$ cat config.mk
export PLATFORM = sky130hd
export DESIGN_NAME = fifo_queue_with_sign_filter
export DESIGN_NICKNAME = d
export VERILOG_FILES = /design/src/design/fqsf_pkg.sv /design/src/design/fqsf_ram.sv /design/src/design/fqsf_ctrl.sv /design/src/design/fqsf_dp.sv /design/src/design/fifo_queue_with_sign_filter.sv
export SDC_FILE = /design/constraint.sdc
export NUM_CORES = 1
export LEC_CHECK = 0
export ABC_AREA = 1
export ABC_CLOCK_PERIOD_IN_PS = 4030
export BUFFER_PORTS_ARGS = -buffer_cell sky130_fd_sc_hd__buf_2
export CORE_MARGIN = 4
export CORE_UTILIZATION = 30
export DETAILED_ROUTE_END_ITERATION = 6
export PLACE_DENSITY = 0.55
export SLEW_MARGIN = 0
export SYNTH_ARGS = -nofsm -noshare
export SYNTH_HDL_FRONTEND = slang
export SYNTH_SLANG_ARGS = --single-unit
$ cat constraint.sdc
create_clock -name clk -period 4.03 [get_ports clk]
set_input_delay 0.6045 -clock clk [delete_from_list [all_inputs] [get_ports clk]]
set_output_delay 0.6045 -clock clk [all_outputs]
set_load 0.02 [all_outputs]
$ cat src/design/fqsf_pkg.sv
// Shared types and constants for the sign-filtering FIFO queue.
package fqsf_pkg;

	localparam int DEPTH_DEF      = 16;
	localparam int DATA_WIDTH_DEF = 32;

	localparam int KIND_W   = 3;
	localparam int OPND_W   = 32;
	localparam int AMOUNT_W = 5;
	localparam int STATUS_W = 2;

	typedef enum logic [KIND_W-1:0] {
		K_PUSH   = 3'd0,
		K_POP    = 3'd1,
		K_OCC    = 3'd2,
		K_CLEAR  = 3'd3,
		K_COUNT  = 3'd4,
		K_DROP   = 3'd5,
		K_INSERT = 3'd6,
		K_NOP    = 3'd7
	} req_kind_t;

	localparam logic [STATUS_W-1:0] ST_OK    = 2'd0;
	localparam logic [STATUS_W-1:0] ST_EMPTY = 2'd1;
	localparam logic [STATUS_W-1:0] ST_FULL  = 2'd2;

	typedef enum logic [3:0] {
		S_IDLE,
		S_DISPATCH,
		S_PUSH,
		S_POP,
		S_CNT_EV,
		S_CNT_RD,
		S_DROP_EV,
		S_DROP_RD,
		S_NEG_EV,
		S_NEG_RD,
		S_INS_PREP,
		S_INS_RD,
		S_INS_EV,
		S_INS_ONE,
		S_FINISH,
		S_DONE
	} state_t;

	typedef enum logic [3:0] {
		OP_NONE,
		OP_LOAD,
		OP_PUSH,
		OP_POP,
		OP_CNT_STEP,
		OP_DROP_STEP,
		OP_NEG_STEP,
		OP_INS_PREP,
		OP_INS_STEP,
		OP_INS_ONE,
		OP_FINISH
	} dp_op_t;

	typedef struct packed {
		dp_op_t op;
	} ctl_cmd_t;

	typedef struct packed {
		req_kind_t kind;
		logic      occ_zero;
		logic      occ_over;
		logic      idx_last;
		logic      idx_zero;
		logic      neg;
		logic      ins_full;
	} dp_stat_t;

endpackage

$ cat src/design/fqsf_ram.sv
// Generic single-write, single-read RAM with registered read data.
module fqsf_ram #(
	parameter int WIDTH = 32,
	parameter int DEPTH = 16
) (
	input  logic                     clk,
	input  logic                     we,
	input  logic [$clog2(DEPTH)-1:0] waddr,
	input  logic [WIDTH-1:0]         wdata,
	input  logic [$clog2(DEPTH)-1:0] raddr,
	output logic [WIDTH-1:0]         rdata
);
	logic [WIDTH-1:0] mem_q [DEPTH];
	logic [WIDTH-1:0] rdata_q;

	always_ff @(posedge clk) begin
		if (we) begin
			mem_q[waddr] <= wdata;
		end
		rdata_q <= mem_q[raddr];
	end

	assign rdata = rdata_q;
endmodule

$ cat src/design/fqsf_ctrl.sv
// Controller state machine sequencing each request over the datapath.
module fqsf_ctrl import fqsf_pkg::*; (
	input  logic     clk,
	input  logic     arst_n,
	input  logic     in_valid,
	output logic     in_ready,
	output logic     out_valid,
	input  logic     out_ready,
	input  dp_stat_t stat,
	output ctl_cmd_t cmd
);
	state_t state_q, state_nx;

	always_ff @(posedge clk or negedge arst_n) begin
		if (!arst_n) begin
			state_q <= S_IDLE;
		end else begin
			state_q <= state_nx;
		end
	end

	always_comb begin
		state_nx = state_q;
		case (state_q)
			S_IDLE: begin
				if (in_valid) state_nx = S_DISPATCH;
			end
			S_DISPATCH: begin
				case (stat.kind)
					K_PUSH:   state_nx = S_PUSH;
					K_POP:    state_nx = S_POP;
					K_COUNT:  state_nx = stat.occ_zero ? S_FINISH : S_CNT_EV;
					K_DROP:   state_nx = stat.occ_zero ? S_FINISH : S_DROP_EV;
					K_INSERT: state_nx = stat.occ_zero ? S_FINISH : S_NEG_EV;
					default:  state_nx = S_FINISH;
				endcase
			end
			S_PUSH:    state_nx = S_FINISH;
			S_POP:     state_nx = S_FINISH;
			S_CNT_EV:  state_nx = stat.idx_last ? S_FINISH : S_CNT_RD;
			S_CNT_RD:  state_nx = S_CNT_EV;
			S_DROP_EV: state_nx = stat.idx_last ? S_FINISH : S_DROP_RD;
			S_DROP_RD: state_nx = S_DROP_EV;
			S_NEG_EV:  state_nx = stat.idx_last ? S_INS_PREP : S_NEG_RD;
			S_NEG_RD:  state_nx = S_NEG_EV;
			S_INS_PREP: state_nx = stat.ins_full ? S_FINISH : S_INS_RD;
			S_INS_RD:  state_nx = S_INS_EV;
			S_INS_EV: begin
				if (stat.neg) state_nx = S_INS_ONE;
				else state_nx = stat.idx_zero ? S_FINISH : S_INS_RD;
			end
			S_INS_ONE: state_nx = stat.idx_zero ? S_FINISH : S_INS_RD;
			S_FINISH:  state_nx = S_DONE;
			S_DONE: begin
				if (out_ready) state_nx = S_IDLE;
			end
			default:   state_nx = S_IDLE;
		endcase
	end

	always_comb begin
		cmd.op    = OP_NONE;
		in_ready  = 1'b0;
		out_valid = 1'b0;
		case (state_q)
			S_IDLE: begin
				in_ready = 1'b1;
				if (in_valid) cmd.op = OP_LOAD;
			end
			S_PUSH:     cmd.op = OP_PUSH;
			S_POP:      cmd.op = OP_POP;
			S_CNT_EV:   cmd.op = OP_CNT_STEP;
			S_DROP_EV:  cmd.op = OP_DROP_STEP;
			S_NEG_EV:   cmd.op = OP_NEG_STEP;
			S_INS_PREP: cmd.op = OP_INS_PREP;
			S_INS_EV:   cmd.op = OP_INS_STEP;
			S_INS_ONE:  cmd.op = OP_INS_ONE;
			S_FINISH:   cmd.op = OP_FINISH;
			S_DONE:     out_valid = 1'b1;
			default:    cmd.op = OP_NONE;
		endcase
	end
endmodule

$ cat src/design/fqsf_dp.sv
// Datapath: ring pointers, walk counters, slot RAM and result registers.
module fqsf_dp import fqsf_pkg::*; #(
	parameter int DEPTH      = DEPTH_DEF,
	parameter int DATA_WIDTH = DATA_WIDTH_DEF
) (
	input  logic                       clk,
	input  logic                       arst_n,
	input  logic [KIND_W-1:0]          req_type,
	input  logic signed [OPND_W-1:0]   operand,
	input  ctl_cmd_t                   cmd,
	output dp_stat_t                   stat,
	output logic signed [OPND_W-1:0]   data,
	output logic [AMOUNT_W-1:0]        amount,
	output logic [STATUS_W-1:0]        status
);
	localparam int AW = $clog2(DEPTH);
	localparam int CW = $clog2(DEPTH + 1);

	req_kind_t             kind_q;
	logic [DATA_WIDTH-1:0] opnd_q;
	logic [AW-1:0]         head_q;
	logic [CW-1:0]         occ_q, idx_q, cnt_q, tot_q, occ_new;
	logic signed [OPND_W-1:0] data_q;
	logic [AMOUNT_W-1:0]   amount_q;
	logic [STATUS_W-1:0]   status_q;

	logic                  we;
	logic [AW-1:0]         waddr, raddr;
	logic [DATA_WIDTH-1:0] wdata, rdata;
	logic [CW-1:0]         woff;
	logic [CW:0]           rsum, wsum, ins_sum;
	logic signed [63:0]    opnd_ext, rd_ext;

	// Ring position: head plus an offset below twice the depth, folded once.
	assign rsum  = (CW+1)'(head_q) + (CW+1)'(idx_q);
	assign wsum  = (CW+1)'(head_q) + (CW+1)'(woff);
	assign raddr = (rsum >= (CW+1)'(DEPTH)) ? AW'(rsum - (CW+1)'(DEPTH)) : AW'(rsum);
	assign waddr = (wsum >= (CW+1)'(DEPTH)) ? AW'(wsum - (CW+1)'(DEPTH)) : AW'(wsum);

	assign opnd_ext = 64'(operand);
	assign rd_ext   = 64'($signed(rdata));
	assign ins_sum  = (CW+1)'(occ_q) + (CW+1)'(cnt_q);

	always_comb begin
		we    = 1'b0;
		woff  = cnt_q;
		wdata = rdata;
		case (cmd.op)
			OP_PUSH: begin
				woff  = occ_q;
				wdata = opnd_q;
				we    = (occ_q < CW'(DEPTH));
			end
			OP_DROP_STEP: we = ~rdata[DATA_WIDTH-1];
			OP_INS_STEP:  we = 1'b1;
			OP_INS_ONE: begin
				we    = 1'b1;
				wdata = DATA_WIDTH'(1);
			end
			default: we = 1'b0;
		endcase
	end

	always_comb begin
		case (kind_q)
			K_CLEAR:  occ_new = '0;
			K_DROP:   occ_new = cnt_q;
			K_INSERT: occ_new = (status_q == ST_OK) ? tot_q : occ_q;
			default:  occ_new = occ_q;
		endcase
	end

	fqsf_ram #(.WIDTH(DATA_WIDTH), .DEPTH(DEPTH)) u_ram (
		.clk   (clk),
		.we    (we),
		.waddr (waddr),
		.wdata (wdata),
		.raddr (raddr),
		.rdata (rdata)
	);

	always_ff @(posedge clk or negedge arst_n) begin
		if (!arst_n) begin
			head_q <= '0;
			occ_q  <= '0;
			kind_q <= K_NOP;
			idx_q  <= '0;
			cnt_q  <= '0;
			tot_q  <= '0;
		end else begin
			case (cmd.op)
				OP_LOAD: begin
					kind_q <= req_kind_t'(req_type);
					idx_q  <= '0;
					cnt_q  <= '0;
					tot_q  <= occ_q;
				end
				OP_PUSH: begin
					if (occ_q < CW'(DEPTH)) occ_q <= occ_q + 1'b1;
				end
				OP_POP: begin
					if (occ_q != '0) begin
						head_q <= (head_q == AW'(DEPTH - 1)) ? '0 : head_q + 1'b1;
						occ_q  <= occ_q - 1'b1;
					end
				end
				OP_CNT_STEP: begin
					if (rdata == opnd_q) cnt_q <= cnt_q + 1'b1;
					idx_q <= idx_q + 1'b1;
				end
				OP_DROP_STEP: begin
					if (!rdata[DATA_WIDTH-1]) cnt_q <= cnt_q + 1'b1;
					idx_q <= idx_q + 1'b1;
				end
				OP_NEG_STEP: begin
					if (rdata[DATA_WIDTH-1]) cnt_q <= cnt_q + 1'b1;
					idx_q <= idx_q + 1'b1;
				end
				OP_INS_PREP: begin
					tot_q <= CW'(ins_sum);
					cnt_q <= CW'(ins_sum - 1'b1);
					idx_q <= occ_q - 1'b1;
				end
				OP_INS_STEP: begin
					cnt_q <= cnt_q - 1'b1;
					if (!rdata[DATA_WIDTH-1]) idx_q <= idx_q - 1'b1;
				end
				OP_INS_ONE: begin
					cnt_q <= cnt_q - 1'b1;
					idx_q <= idx_q - 1'b1;
				end
				OP_FINISH: occ_q <= occ_new;
				default: ;
			endcase
		end
	end

	// Result registers hold their value while the receiver stalls.
	always_ff @(posedge clk) begin
		case (cmd.op)
			OP_LOAD: begin
				opnd_q   <= opnd_ext[DATA_WIDTH-1:0];
				data_q   <= '0;
				status_q <= ST_OK;
			end
			OP_PUSH: begin
				if (occ_q >= CW'(DEPTH)) status_q <= ST_FULL;
			end
			OP_POP: begin
				if (occ_q == '0) status_q <= ST_EMPTY;
				else data_q <= rd_ext[OPND_W-1:0];
			end
			OP_INS_PREP: begin
				if (ins_sum > (CW+1)'(DEPTH)) status_q <= ST_FULL;
			end
			OP_FINISH: amount_q <= (kind_q == K_COUNT) ? AMOUNT_W'(cnt_q) : AMOUNT_W'(occ_new);
			default: ;
		endcase
	end

	assign stat.kind     = kind_q;
	assign stat.occ_zero = (occ_q == '0);
	assign stat.occ_over = (occ_q > CW'(DEPTH));
	assign stat.idx_last = (idx_q == occ_q - 1'b1);
	assign stat.idx_zero = (idx_q == '0);
	assign stat.neg      = rdata[DATA_WIDTH-1];
	assign stat.ins_full = (ins_sum > (CW+1)'(DEPTH));

	assign data   = data_q;
	assign amount = amount_q;
	assign status = status_q;
endmodule

$ cat src/design/fifo_queue_with_sign_filter.sv
// Top level of the bounded FIFO queue with match count and sign filters.
//
// Input channel (in_valid/in_ready) carries one request transaction:
// req_type selects push, pop, occupancy, clear, count matches, drop
// negatives or insert a one before each negative; operand is the value to
// push or to count. Output channel (out_valid/out_ready) returns exactly
// one result transaction per request: data (popped word, else 0), amount
// (match count, else occupancy after the request) and status (ok, pop on
// empty, rejected as full).
//
// Requests are served one at a time; in_ready is high only when idle.
// Push and pop each have their own datapath state; occupancy, clear,
// the unused kind and any walk over an empty queue go straight to the
// finish state. Count and drop make one pass over the stored entries;
// insert makes two (first pass counts negatives, second pass writes back
// from the tail) and stops after the first when rejected as full. The
// slot RAM's single read port with its registered read means entries are
// read and evaluated in separate states. The controller goes back to
// idle after the result is taken.
//
// Reset clears head, occupancy and the controller; slot contents are not
// cleared. While the receiver holds out_ready low the result stays
// registered and no new request is taken.
module fifo_queue_with_sign_filter import fqsf_pkg::*; #(
	parameter int DEPTH      = DEPTH_DEF,
	parameter int DATA_WIDTH = DATA_WIDTH_DEF
) (
	input  logic                     clk,
	input  logic                     arst_n,
	input  logic                     in_valid,
	output logic                     in_ready,
	input  logic [KIND_W-1:0]        req_type,
	input  logic signed [OPND_W-1:0] operand,
	output logic                     out_valid,
	input  logic                     out_ready,
	output logic signed [OPND_W-1:0] data,
	output logic [AMOUNT_W-1:0]      amount,
	output logic [STATUS_W-1:0]      status
);
	ctl_cmd_t cmd;
	dp_stat_t stat;

	// Controller: sequences each request; count, drop and insert walk the entries through read and evaluate steps.
	fqsf_ctrl u_ctrl (
		.clk       (clk),
		.arst_n    (arst_n),
		.in_valid  (in_valid),
		.in_ready  (in_ready),
		.out_valid (out_valid),
		.out_ready (out_ready),
		.stat      (stat),
		.cmd       (cmd)
	);

	// Datapath: ring buffer RAM, pointers and result registers.
	fqsf_dp #(.DEPTH(DEPTH), .DATA_WIDTH(DATA_WIDTH)) u_dp (
		.clk      (clk),
		.arst_n   (arst_n),
		.req_type (req_type),
		.operand  (operand),
		.cmd      (cmd),
		.stat     (stat),
		.data     (data),
		.amount   (amount),
		.status   (status)
	);

	// Never take a request while a result is on offer.
	assert property (@(posedge clk) disable iff (!arst_n) !(in_ready && out_valid))
		else $error("request taken while result pending");

	// Occupancy never exceeds the depth.
	assert property (@(posedge clk) disable iff (!arst_n) !stat.occ_over)
		else $error("occupancy above depth");

	// An empty pop reports zero data and zero occupancy.
	assert property (@(posedge clk) disable iff (!arst_n)
		(out_valid && status == ST_EMPTY) |-> (data == '0 && amount == '0))
		else $error("empty pop with non-zero result");

	// Status is one of the three defined codes.
	assert property (@(posedge clk) disable iff (!arst_n)
		out_valid |-> (status == ST_OK || status == ST_EMPTY || status == ST_FULL))
		else $error("undefined status code");
endmodule
==> key figures <==
Final layout
  • Area Overhead vs Synth: 18.6%
  • Nets: 2334
  • Commonest cells after routing, fill and taps aside: 583 x edfxtp_1, 232 x nand2_1, 228 x inv_1, 196 x o21ai_0, 140 x a21oi_1
  • Layout cells sized above 1: between 10% and 20%
  • Fin util: between 30 and 40%
  • Commonest non-fill, non-tap cell in the layout: edfxtp_1
  • Fin cells: 3505
  • Finished layout cell area: 32300 um^2

Critical path
  • CP Data Required Time: between 4 and 5 ns
  • Critical path class: flop to flop
  • CP Max Fanout: 32
  • Crit end category: flop
  • WP data arrival: approximately 4 ns
  • CP cell instances: inv_2 > nor2_4 > inv_2 > nor2_4 > inv_2 > o21ai_0 > ha_1 > a21oi_1 > nand2_1 > xor2_1 > or2_4 > nand2_2 > nand2_2 > nor2_4
  • CP max-delay cell: nor2_4
  • Crit path buf inv count: 3
  • Delay-heaviest family, CP: simple AND/OR/NAND/NOR gates
  • Largest stage delay on the critical path: slightly above 1 ns
  • Setup crit start kind: flop
  • Depth of the most critical reg-to-reg path: 14
  • R2R Path End: u_dp.u_ram.mem_q[4][29]$_DFFE_PP_
  • Reg2Reg Launch Point: u_ctrl.state_q[1]$_DFFE_PN0P_
  • R2r setup slk: about 0.20 ns

Drt
  • Met3 wire len: between 4000 and 5000 um
  • ANT nets after route: 0
  • DR vias: about 17000
  • Met2 wire len: about 32000 um
  • Top sig layer: met4
  • First DRT Iteration DRCs: roughly 1600
  • DR vias/cell: 4.85
  • Metal-1 WL: about 33000 um
  • Routed wire length: 70800 um
  • Drc violations: 0
  • WL/cell: 20.2 um
  • Drt first pass iters: 6

STA
  • Post-route setup TNS: 0 ns
  • Worst slew margin: about a tenth
  • Post-route minimum period: ~3.8 ns
  • Unrepaired setup endpoints after global routing: yes
  • Crit share post-route: 95.2%
  • Final setup margin: ~0.2 ns
  • Max Clock Freq: between 0.2 and 0.3 GHz
  • Clk_skew: between 0.015 and 0.02 ns
  • Final Setup Violations: 0
  • Worst slew pin tran: 1.34 ns
  • Hold Fails Final Rpt: 0
  • Hold slack: 0.0658 ns
  • Slew Limit Fails: 0

Power
  • LEAKAGE: between 10 and 15 nW
  • Peak VDD IR: approximately 0.00074 V
  • Total power draw: approximately 29 mW
  • Pwr Density: about 910 nW/um^2

Global route
  • Total gr overflow: 0
  • Largest net degree at the start of global routing: 129
  • Antenna violations before repair: 2
  • First-pass GRT wire length: roughly 110000 um
  • Aggregate global-route resource usage: 14.6%
  • Vias in the first global route: 16900

Yosys
  • FFs w/ async S/R, synth: around 4.8%
  • Ys Warns: 0
  • Area of the mapped netlist: approximately 27000 um^2
  • Post-synth EDFFs: about 580
  • Synth unique cells: just over 50
  • Net count after synthesis: around 2200
  • Syn avg cell area: approximately 13 um^2
  • Predominant post-synthesis flop cell: edfxtp_1
  • Synth Register Bits: around 650
  • Sequential area share after synthesis: 69.5%
  • Post-synthesis instance total: between 2000 and 2500

Placed design
  • Post-place setup slack: around 0.2 ns
  • Dpl cell area: around 30000 um^2
  • Final Wtd Congestion: between 0.8 and 0.9
  • IO buf count: 79
  • Detail Placement HPWL: between 40000 and 50000 um
  • Cell count after placement: around 3400

Clock tree
  • H-tree levels: 3
  • CTS tree: yes
  • Clock insertion delay at the later pin of the skew report: between 0.6 and 0.7 ns
  • Clock root cell: clkbuf_16
  • CTS buffer count: 72
  • Clock Sinks: 646
  • Hold-fix buffers, CTS: 0
  • Clock tree buffer depth: 3
  • CTS clock-pin slew for the worst setup and hold paths: roughly 0.07 ns
  • Setup repair bufs after CTS: 0

Hold path
  • Worst hold-check path type: input port to asynchronous set/reset pin

Floorplan
  • Ports: 80
  • Full die area: roughly 96000 um^2
  • Core footprint: around 90000 um^2
  • DIE WIDTH: between 300 and 400 um
  • DIE HEIGHT: 309 um
  • Cell Rows: 110
  • Starting Density: between 30% and 40%

Status
  • Status: completed

Flow run
  • Number of max-cap violations: 0
==> metal layers <==
layer	up-vias	global-route usage (%)
li1	7972	-
met1	8445	20.9
met2	491	23.0
met3	98	2.56
met4	0	4.20
met5	-	0
==> sequential cells by signal, summed over array words and instances, names as in the netlist <==
| register | cells |
|---|---|
| u_dp.status | 2 |
| u_dp.occ_q | 5 |
| u_dp.u_ram.rdata | 32 |
| u_dp.idx_q | 5 |
| u_dp.amount | 5 |
| u_dp.u_ram.mem_q | 512 |
| u_dp.opnd_q | 32 |
| u_dp.data | 32 |
| u_dp.tot_q | 5 |
| u_dp.head_q | 4 |
| u_dp.kind_q | 3 |
| u_ctrl.state_q | 4 |
| u_dp.cnt_q | 5 |
==> cells by family after synthesis <==
kind of cell | after synthesis | share of synthesized area (%)
mux | 128 | 4.71
xor+xnor | 40 | 1.29
simple gates | 425 | 6.65
flops | 646 | 69.5
compound gates | 526 | 11.3
fa+ha+maj | 27 | 1.38
buf+inv | 343 | 5.15
==> Yosys cell counts, types with 2 or more instances <==
cell type    n  area share [%]
o221ai_1     3           0.097
nor2_1      86             1.2
nor4_1       3           0.069
or2_2        4           0.092
dfxtp_1     32             2.4
dfstp_2      3            0.29
a22oi_1      6            0.17
nor2_2       4           0.092
nand4_1      7            0.16
dfrtp_1     28             2.6
nand2_2      5            0.11
inv_2       10            0.14
nand3b_1     2           0.055
xor2_1      11            0.35
buf_6        6            0.25
o21ai_0    196             3.6
clkbuf_1    46            0.63
buf_4       11            0.30
inv_1      230             3.2
ha_1        22             1.0
a31oi_1      3           0.069
nand2_1    233             3.2
nor2_4       5            0.21
xnor2_1     29            0.93
a21oi_1    141             2.6
buf_2       22            0.40
o21ai_1     19            0.35
nor3_1       3           0.055
nand3_1     68             1.3
o22ai_1     15            0.34
o211ai_1   132             3.6
fa_1         5            0.37
edfxtp_1   583              64
mux2i_1    128             4.7
buf_1       17            0.23
o21ai_2      2           0.064
==> power breakdown <==
group	internal (mW)	switching, mW	leakage, nW
clock network	4.30	2.72	1.25
registers	9.59	0.433	5.94
logic	3.81	8.44	4.61
==> cell type report <==
| type | count | area (um^2) |
|---|---|---|
| well taps | 1176 | 1470 |
| clock inverters | 39 | 532 |
| inverters | 240 | 903 |
| diodes | 1 | 2.50 |
| flip-flops and latches | 646 | 18900 |
| repair buffers | 162 | 1330 |
| multi-input cells | 1146 | 7080 |
| fillers | 8653 | 57700 |
| clock buffers | 95 | 2030 |
==> how the worst max path moves through the flow <==
stage | from | end | slack (ns) | depth (start not counted)
after global placement | u_ctrl.state_q[2]$_DFFE_PN0P_ | u_dp.u_ram.mem_q[5][24]$_DFFE_PP_ | 0.24 | 14
after detailed placement | u_ctrl.state_q[2]$_DFFE_PN0P_ | u_dp.u_ram.mem_q[4][24]$_DFFE_PP_ | 0.20 | 13
after global routing | u_ctrl.state_q[2]$_DFFE_PN0P_ | u_dp.u_ram.mem_q[4][7]$_DFFE_PP_ | -0.008 | 14
final | u_ctrl.state_q[1]$_DFFE_PN0P_ | u_dp.u_ram.mem_q[4][29]$_DFFE_PP_ | 0.20 | 14
after CTS | u_ctrl.state_q[2]$_DFFE_PN0P_ | u_dp.u_ram.mem_q[4][0]$_DFFE_PP_ | 0.16 | 13
after floorplan | u_ctrl.state_q[2]$_DFFE_PN0P_ | u_dp.u_ram.mem_q[10][0]$_DFFE_PP_ | -0.11 | 13
==> what timing repair did <==
| item | in CTS | in global routing |
|---|---|---|
| hold endpoints to repair | 0 | 0 |
| setup endpoints to repair | 0 | 41 |
| gates resized for setup | 0 | 1 |
Note: power is estimated with default switching activity, not from simulation.
